**src/hw/rtl/mfcc_pkg.sv**
```systemverilog
// Shared types, constants and the CRC-8 byte update for the mailbox frame checker.
// No dependencies.
`timescale 1ns / 1ps

package mfcc_pkg;

    localparam int MAILBOX_BYTES_DEF = 256;
    localparam logic [7:0] CRC_INIT = 8'hFF;
    localparam logic [7:0] CRC_POLY = 8'h31;
    localparam int HEADER_BYTES = 3;

    localparam logic [1:0] STATUS_OK        = 2'd0;
    localparam logic [1:0] STATUS_CRC_ERR   = 2'd1;
    localparam logic [1:0] STATUS_SHORT     = 2'd2;
    localparam logic [1:0] STATUS_TRUNCATED = 2'd3;

    localparam int IN_DATA_W  = 8;
    localparam int OUT_DATA_W = 40;

    typedef struct packed {
        logic [1:0] frame_status;
        logic [7:0] command_code;
        logic [7:0] payload_length;
        logic [7:0] computed_check;
        logic [7:0] received_check;
    } verdict_t;

    // MSB-first CRC-8 over one byte; eight shallow xor steps on 8 bits
    function automatic logic [7:0] crc8_update(input logic [7:0] crc, input logic [7:0] b);
        logic [7:0] c;
        c = crc ^ b;
        for (int i = 0; i < 8; i++) begin
            if (c[7])
                c = {c[6:0], 1'b0} ^ CRC_POLY;
            else
                c = {c[6:0], 1'b0};
        end
        return c;
    endfunction

endpackage

```
**src/hw/rtl/mailbox_frame_crc8_checker_unit.sv**
```systemverilog
// Top level of the mailbox frame CRC-8 checker: stream ports and the result register.
// Depends on mfcc_pkg and mfcc_frame_tracker.
`timescale 1ns / 1ps

// A frame's verdict shows on m_tvalid in the cycle after its last byte transfers.
// Throughput: one byte per cycle while s_tready is high; the CRC byte update
// and verdict sit between the frame state registers and the result register.
// s_tready is high whenever the result register is empty or being taken.
// Reset (rst_n low, asynchronous) clears the frame state and drops any pending result.
module mailbox_frame_crc8_checker_unit #(
    parameter int MAILBOX_BYTES = mfcc_pkg::MAILBOX_BYTES_DEF
) (
    input  logic                               clk,
    input  logic                               rst_n,
    input  logic                               s_tvalid,
    output logic                               s_tready,
    input  logic [mfcc_pkg::IN_DATA_W-1:0]     s_tdata,  // [7:0] mailbox_byte
    input  logic                               s_tlast,  // last_byte
    output logic                               m_tvalid,
    input  logic                               m_tready,
    // [1:0] frame_status, [9:2] command_code, [17:10] payload_length,
    // [25:18] computed_check, [33:26] received_check, [39:34] zero
    output logic [mfcc_pkg::OUT_DATA_W-1:0]    m_tdata
);
    import mfcc_pkg::*;

    logic     take;
    verdict_t verdict;
    logic     valid_reg;
    verdict_t result_reg;

    assign s_tready = !valid_reg || m_tready;
    assign take     = s_tvalid && s_tready;

    mfcc_frame_tracker #(
        .MAILBOX_BYTES(MAILBOX_BYTES)
    ) u_tracker (
        .clk         (clk),
        .rst_n       (rst_n),
        .take        (take),
        .mailbox_byte(s_tdata[7:0]),
        .last_byte   (s_tlast),
        .verdict     (verdict)
    );

    always_ff @(posedge clk or negedge rst_n)
    begin
        if (!rst_n)
            valid_reg <= 1'b0;
        else if (take && s_tlast)
            valid_reg <= 1'b1;
        else if (m_tready)
            valid_reg <= 1'b0;
    end

    always_ff @(posedge clk)
    begin
        if (take && s_tlast)
            result_reg <= verdict;
    end

    assign m_tvalid = valid_reg;
    assign m_tdata  = {6'b0,
                       result_reg.received_check,
                       result_reg.computed_check,
                       result_reg.payload_length,
                       result_reg.command_code,
                       result_reg.frame_status};

endmodule

```
**src/hw/rtl/mfcc_frame_tracker.sv**
```systemverilog
// Frame state (position, header bytes, running CRC) and the verdict for the current byte.
// Depends on mfcc_pkg.
`timescale 1ns / 1ps

module mfcc_frame_tracker #(
    parameter int MAILBOX_BYTES = mfcc_pkg::MAILBOX_BYTES_DEF
) (
    input  logic              clk,
    input  logic              rst_n,
    input  logic              take,
    input  logic [7:0]        mailbox_byte,
    input  logic              last_byte,
    output mfcc_pkg::verdict_t verdict
);
    import mfcc_pkg::*;

    localparam int POS_W = $clog2(MAILBOX_BYTES + 1);
    localparam int CMP_W = ((POS_W > 8) ? POS_W : 8) + 2;
    localparam logic [POS_W-1:0] POS_MAX = POS_W'(MAILBOX_BYTES);
    localparam logic [POS_W-1:0] POS_HDR = POS_W'(HEADER_BYTES);

    logic [POS_W-1:0] position_reg, position_next;
    logic [7:0]       crc_reg, crc_next;
    logic [7:0]       check_reg, check_next;
    logic [7:0]       command_reg, command_next;
    logic [7:0]       size_reg, size_next;
    logic [7:0]       crc_fed;
    logic [CMP_W-1:0] frame_end;

    assign crc_fed = crc8_update(crc_reg, mailbox_byte);

    always_comb
    begin
        position_next = position_reg;
        crc_next      = crc_reg;
        check_next    = check_reg;
        command_next  = command_reg;
        size_next     = size_reg;
        // drop bytes once the mailbox is full
        if (position_reg < POS_MAX)
        begin
            position_next = position_reg + POS_W'(1);
            if (position_reg == '0)
                check_next = mailbox_byte;
            else if (position_reg == POS_W'(1))
            begin
                command_next = mailbox_byte;
                crc_next     = crc_fed;
            end
            else if (position_reg == POS_W'(2))
            begin
                size_next = mailbox_byte;
                crc_next  = crc_fed;
            end
            else if (CMP_W'(position_reg - POS_HDR) < CMP_W'(size_reg))
                crc_next = crc_fed;
        end
    end

    assign frame_end = CMP_W'(HEADER_BYTES) + CMP_W'(size_next);

    always_comb
    begin
        if (position_next < POS_HDR)
            verdict.frame_status = STATUS_SHORT;
        else if (CMP_W'(position_next) < frame_end)
            verdict.frame_status = STATUS_TRUNCATED;
        else if (crc_next != check_next)
            verdict.frame_status = STATUS_CRC_ERR;
        else
            verdict.frame_status = STATUS_OK;
        verdict.command_code   = command_next;
        verdict.payload_length = size_next;
        verdict.computed_check = crc_next;
        verdict.received_check = check_next;
    end

    always_ff @(posedge clk or negedge rst_n)
    begin
        if (!rst_n)
        begin
            position_reg <= '0;
            crc_reg      <= CRC_INIT;
            check_reg    <= '0;
            command_reg  <= '0;
            size_reg     <= '0;
        end
        else if (take)
        begin
            if (last_byte)
            begin
                // clear for the next frame
                position_reg <= '0;
                crc_reg      <= CRC_INIT;
                check_reg    <= '0;
                command_reg  <= '0;
                size_reg     <= '0;
            end
            else
            begin
                position_reg <= position_next;
                crc_reg      <= crc_next;
                check_reg    <= check_next;
                command_reg  <= command_next;
                size_reg     <= size_next;
            end
        end
    end

endmodule

```
**config.mk**
```make
export PLATFORM = sky130hd
export DESIGN_NAME = mailbox_frame_crc8_checker_unit
export DESIGN_NICKNAME = d
export VERILOG_FILES = /design/src/hw/rtl/mfcc_pkg.sv /design/src/hw/rtl/mailbox_frame_crc8_checker_unit.sv /design/src/hw/rtl/mfcc_frame_tracker.sv
export SDC_FILE = /design/constraint.sdc
export NUM_CORES = 1
export LEC_CHECK = 0
export ABC_CLOCK_PERIOD_IN_PS = 11900
export BUFFER_PORTS_ARGS = -buffer_cell sky130_fd_sc_hd__buf_4
export CORE_ASPECT_RATIO = 1.2
export CORE_MARGIN = 10
export CORE_UTILIZATION = 40
export DETAILED_ROUTE_END_ITERATION = 10
export REMOVE_ABC_BUFFERS = 1
export SYNTH_ARGS = -nofsm -noshare
export SYNTH_HDL_FRONTEND = slang
export SYNTH_SLANG_ARGS = --single-unit
```
**constraint.sdc**
```tcl
create_clock -name clk -period 11.9 [get_ports clk]
set_input_delay 1.19 -clock clk [delete_from_list [all_inputs] [get_ports clk]]
set_output_delay 1.19 -clock clk [all_outputs]
set_load 0.1 [all_outputs]
```
---- Word-level counts from Yosys, hierarchy flattened ----
Index checks and enable logic that the tools add are counted.
storage, ports and cells
  flip-flop bits (word level) ............. 76
  word-level logic and storage cells ...... 70
cells by class
  add/subtract/negate cells ............... 3
  magnitude comparators ................... 4
  equal/unequal tests ..................... 3
  muxes and demuxes ....................... 32
  bitwise logic cells ..................... 9
  reduce and logical (&&, ||, !) cells .... 7
operator list
  operator              count
  $mux 8                18
  $mux 6                8
  $not 3->3             8
  $mux 9                2
  $lt 11x8->1           1
  $lt 9x11->1           1
  $sub 9x2->10 const B  1
  $add 2x8->9 const A   1
  $add 9x1->9 const B   1
  $eq 9x1->1 const B    1
  $eq 9x2->1 const B    1
  $logic_not 9->1       1
  $lt 9x2->1 const B    1
  $lt 9x9->1 const B    1
  $ne 8x8->1            1
  $xor 8x8->8           1
  $mux 1                4
  $logic_and 1x1->1     2
  $reduce_bool 2->1     1
  $reduce_or 2->1       1
  $logic_not 1->1       1
  $logic_or 1x1->1      1

---- Longest topological paths before layout ----
  word-level depth ........................ 25
  gate-level depth with buffers ........... 18

---- Hierarchy ----
Synthesis repeated with hierarchy kept, for this count alone.
unflattened totals
  cells, all modules ...................... 397
  area total of the unflattened synthesis .. 4,365.4 µm²
by module, submodules not included
  module                           times used  cells each  area an instance (µm²)  sequential area each (µm²)
  mfcc_frame_tracker               1           350         3,226.8                 1,036.0
  mailbox_frame_crc8_checker_unit  1           47          1,138.6                 1,046.0

---- Least setup slack after synthesis ----
No wires, ideal clock.
  kind .................................... register -> register
  from .................................... register u_tracker.position_reg[0]
  to ...................................... register result_reg, in the netlist m_tdata[0], data pin
  arrival time ............................ 3,636 ps
  setup slack ............................. 8,104 ps
  stages on the path, launching flop included .. 19
  period minus slack after synthesis ...... 3,796 ps
  path through ............................ dfrtp_1 clkbuf_1 inv_1 ha_1 nor2_1 and4_1 buf_2 mux2i_1 a21oi_1 nand2_1 xnor2_1 ha_1 a21o_1 a21o_1 a21o_1 a21oi_1 nor4b_1 nor2_1 a41oi_1
between the ends
  longest elaborated chain between the ends .. 10
  elaborated cells between the ends (all ways) .. 25
  those cells by class .................... 3 x add/sub; 4 x order compare; 3 x eq/ne; 14 x mux; 1 x reduce/logical
RTL lines
  item                      RTL line                               RTL
  start: declaration        mfcc_frame_tracker.sv:22               logic [POS_W-1:0] position_reg, position_next;
  start signal: assignment  mfcc_frame_tracker.sv:101              position_reg <= position_next;
  $sub 9x2->10              mfcc_frame_tracker.sv:55               else if (CMP_W'(position_reg - POS_HDR) < CMP_W'(size_reg))
  $lt 11x8->1               mfcc_frame_tracker.sv:55
  $mux 8                    mfcc_frame_tracker.sv:55
  $mux 8                    mfcc_frame_tracker.sv:50               else if (position_reg == POS_W'(2))
  $mux 8                    mfcc_frame_tracker.sv:45               else if (position_reg == POS_W'(1))
  $mux 8                    mfcc_frame_tracker.sv:43               if (position_reg == '0)
  $mux 8                    mfcc_frame_tracker.sv:40               if (position_reg < POS_MAX)
  $ne 8x8->1                mfcc_frame_tracker.sv:68               else if (crc_next != check_next)
  $mux 1                    mfcc_frame_tracker.sv:68
  $mux 1                    mfcc_frame_tracker.sv:66               else if (CMP_W'(position_next) < frame_end)
  end signal: assignment    mailbox_frame_crc8_checker_unit.sv:59  result_reg <= verdict;
  end: declaration          mailbox_frame_crc8_checker_unit.sv:30  verdict_t result_reg;
Parallel ways exist; a longest one is shown, timed or not.
A chain may end at the register's enable or synchronous reset.

---- Worst setup path after layout ----
Same ends and word-level chain as after synthesis.

==> out/qor.txt <==
Post-CTS sizing: 0
Area Overhead vs Synth: 16.0%
Final hold violation count: 0
Synthesized area: 4440 um2
Die Span X: 116 um
Clock Skew: 0.00677 ns
Crit Reg-Reg Startpoint: u_tracker.position_reg[0]$_DFFE_PN0P_
RD Place Congestion: 0.875
Largest net degree at the start of global routing: 43
H-tree levels: 3
Arr. time, crit path: 4.49 ns
Initial antenna violation count: 0
Setup_tns: 0 ns
Clock share of power: 0.256
Area leader, netlist: edfxtp_1
RSZ-0062 raised after global routing: no
Die area: 15700 um2
Sw Share: 0.388
Post-DP HPWL: 7750 um
Initial Util: 0.406
Worst hold slack: 0.477 ns
CTS sink cnt: 76
Vias: 3186
Vias in the first global route: 3211
Drt total wl: 10600 um
Worst skew pair latency: 0.34 ns
Worst endpoint required time: 12.09 ns
Sequential share of the synthesized area: 0.469
Post-synth EDFFs: 34
Net Sw Power: 419 uW
Cell Area, Placed: 4850 um2
Gate power share: 0.414
CTS tree: done
Worst setup path startpoint: u_tracker.position_reg[0]$_DFFE_PN0P_
CP Class: register to register
Root Driver: clkbuf_16
Slew @ Worst Pin: 1.01 ns
Worst R2R Setup Slack: 7.60 ns
1st-iter DRT viols: 203
Pre-CTS setup slack: 7.62 ns
DR pass1 iterations: 4
DRC: 0
Crit path launch type: register
Fillcell total: 1009
IO buf count: 48
R2R depth: 16
First-pass GRT wire length: 17100 um
CTS max path bufs: 2
Top post-synthesis cells by area: edfxtp_1 (23%), dfrtp_1 (19%), xnor2_1 (6.3%), ha_1 (5.6%), dfstp_2 (4.7%)
Period utilization: 0.361
Largest register FFs: 34
Nets@finish: 477
Power density over the cells: 210 nW/um2
Period minus WS final: 4.30 ns
Share of the synthesized area in the top cell type: 0.230
Final worst slack: 7.60 ns
Total of max-cap violations: 0
Fmax achieved: 0.233 GHz
Crit path capture: m_tdata[0]$_SDFFCE_PP0P_
CP Capture Type: register
Share of synthesized registers carrying an async set or reset: 0.553
All-Layer GR Usage: 0.142
Placed Cells: 565
Cell variety after synth: 58
Max Slew Vio Count: 0
Synth cell count leaders: dfrtp_1 (34), edfxtp_1 (34), nand2_1 (33), xnor2_1 (32), inv_1 (30)
Finished Layout Cells: 581
Share of layout cells above drive strength 1: 0.205
Clk slew on worst S/H paths: 0.06 ns
Die height: 135 um
Register bit total from synthesis: 76
Highest fanout seen on the critical path: 11
Yosys Warn Count: 0
Reg2reg end: m_tdata[0]$_SDFFCE_PP0P_
Mapped Avg Cell Area: 10.9 um2
Standard-cell rows: 42
Antenna fix cells: 0
CTS Buf Count: 9
Hold Path Class: register to register
Top FF cell, synth: edfxtp_1
Ports: 55
Post-synthesis cell count: 406
Vias/cell: 5.48
Maximum VDD drop: 0.0647 mV
Total gr overflow: 0
Status: finished, final reports clean
Slew HR: 0.327
P_leak: 2.25 nW
Final setup fails: 0
Flop pwr share: 0.330
Internal power: 662 uW
Setup Buffers After CTS: 0
Routed len/inst: 18.2 um
Core footprint: 10900 um2
Design area: 5150 um2
CTS Hold Bufs: 0
Antenna viol nets, final: 0
==> metal layers <==
layer	wire, um	global-route usage	up-vias	part of all wire
met5	0	0	-	0
met3	476	0.0213	18	0.045
met1	4520	0.173	1573	0.43
met4	235	0.0696	0	0.022
li1	-	-	1506	-
met2	5360	0.238	89	0.51
==> critical path, stage by stage, from the launching register on <==
cell and delay, ns:
dfrtp_1 0.54, inv_1 0.12, ha_1 0.26, nor2_1 0.15, and4_1 0.56, mux2i_1 0.57
a21oi_1 0.17, nand2_1 0.12, xnor2_1 0.12, ha_1 0.26, a21o_1 0.16, a21o_1 0.16
a21o_1 0.16, a21oi_1 0.16, nor4b_1 0.36, nor2_1 0.10, a41oi_1 0.16
==> power groups by stage <==
stage                     clock network (mW)  logic (mW)  registers [mW]
after global placement                     0       0.442           0.361
final                                  0.277       0.448           0.357
after global routing                   0.292       0.482           0.362
after detailed placement                   0       0.449           0.362
after CTS                              0.283       0.451           0.357
after floorplan                            0       0.270           0.443
==> logic make-up after synthesis <==
family | after synthesis | share of synthesized area
XOR/XNOR | 51 | 0.114
multiplexers | 27 | 0.0705
AO/OA/AOI/OAI | 79 | 0.120
other | 1 | 0.000845
flip-flops | 76 | 0.469
AND/OR/NAND/NOR | 94 | 0.111
adder cells (fa/ha/maj) | 20 | 0.0564
buffers and inverters | 58 | 0.0592
==> final cells by class <==
cell class                      instances  area, um2  share of cell area
Sequential cell                        76       2080               0.404
Inverter                               30        113              0.0219
Multi-Input combinational cell        277       2110               0.410
Tap cell                              132        165              0.0321
Timing Repair Buffer                   50        375              0.0729
Clock inverter                          7       76.3              0.0148
Clock buffer                            9        225              0.0438
==> layout by cell type (no fill, tap or decap), drive strengths merged, types with 2 or more instances in the layout <==
cell	count
inv	31
dfstp	8
nor4	3
nand2	33
xnor2	32
o31ai	3
nand4b	3
or3	4
nand4	5
nor4b	2
o22a	6
conb	6
o22ai	8
mux2i	16
a22o	10
ha	20
nor2	15
nor2b	4
edfxtp	34
nand2b	2
dfrtp	34
nand3	7
xnor3	3
nor3	7
and2	3
buf	50
and3	2
a21o	4
clkinvlp	5
or4	2
a21oi	12
o211a	2
xor2	15
mux2	11
o21ai	23
clkbuf	9
==> through the flow <==
stage / util / total power [mW]
6_report: 0.471 / 1.08
5_1_grt: 0.471 / 1.14
4_1_cts: 0.471 / 1.09
3_5_place_dp: 0.443 / 0.811
3_3_place_gp: 0.443 / 0.803
2_1_floorplan: - / 0.713
==> how the worst min path moves through the flow <==
stage / slack, ns / startpoint / cells past startpoint / endpoint
2_1_floorplan: 0.45 / u_tracker.check_reg[0]$_DFFE_PN0P_ / 2 / u_tracker.check_reg[0]$_DFFE_PN0P_
4_1_cts: 0.48 / u_tracker.check_reg[6]$_DFFE_PN0P_ / 2 / u_tracker.check_reg[6]$_DFFE_PN0P_
6_report: 0.48 / u_tracker.check_reg[6]$_DFFE_PN0P_ / 2 / u_tracker.check_reg[6]$_DFFE_PN0P_
3_3_place_gp: 0.46 / u_tracker.check_reg[6]$_DFFE_PN0P_ / 2 / u_tracker.check_reg[6]$_DFFE_PN0P_
3_5_place_dp: 0.47 / u_tracker.check_reg[6]$_DFFE_PN0P_ / 2 / u_tracker.check_reg[6]$_DFFE_PN0P_
5_1_grt: 0.52 / u_tracker.check_reg[1]$_DFFE_PN0P_ / 2 / u_tracker.check_reg[1]$_DFFE_PN0P_
(Power assumes the default switching activity.)
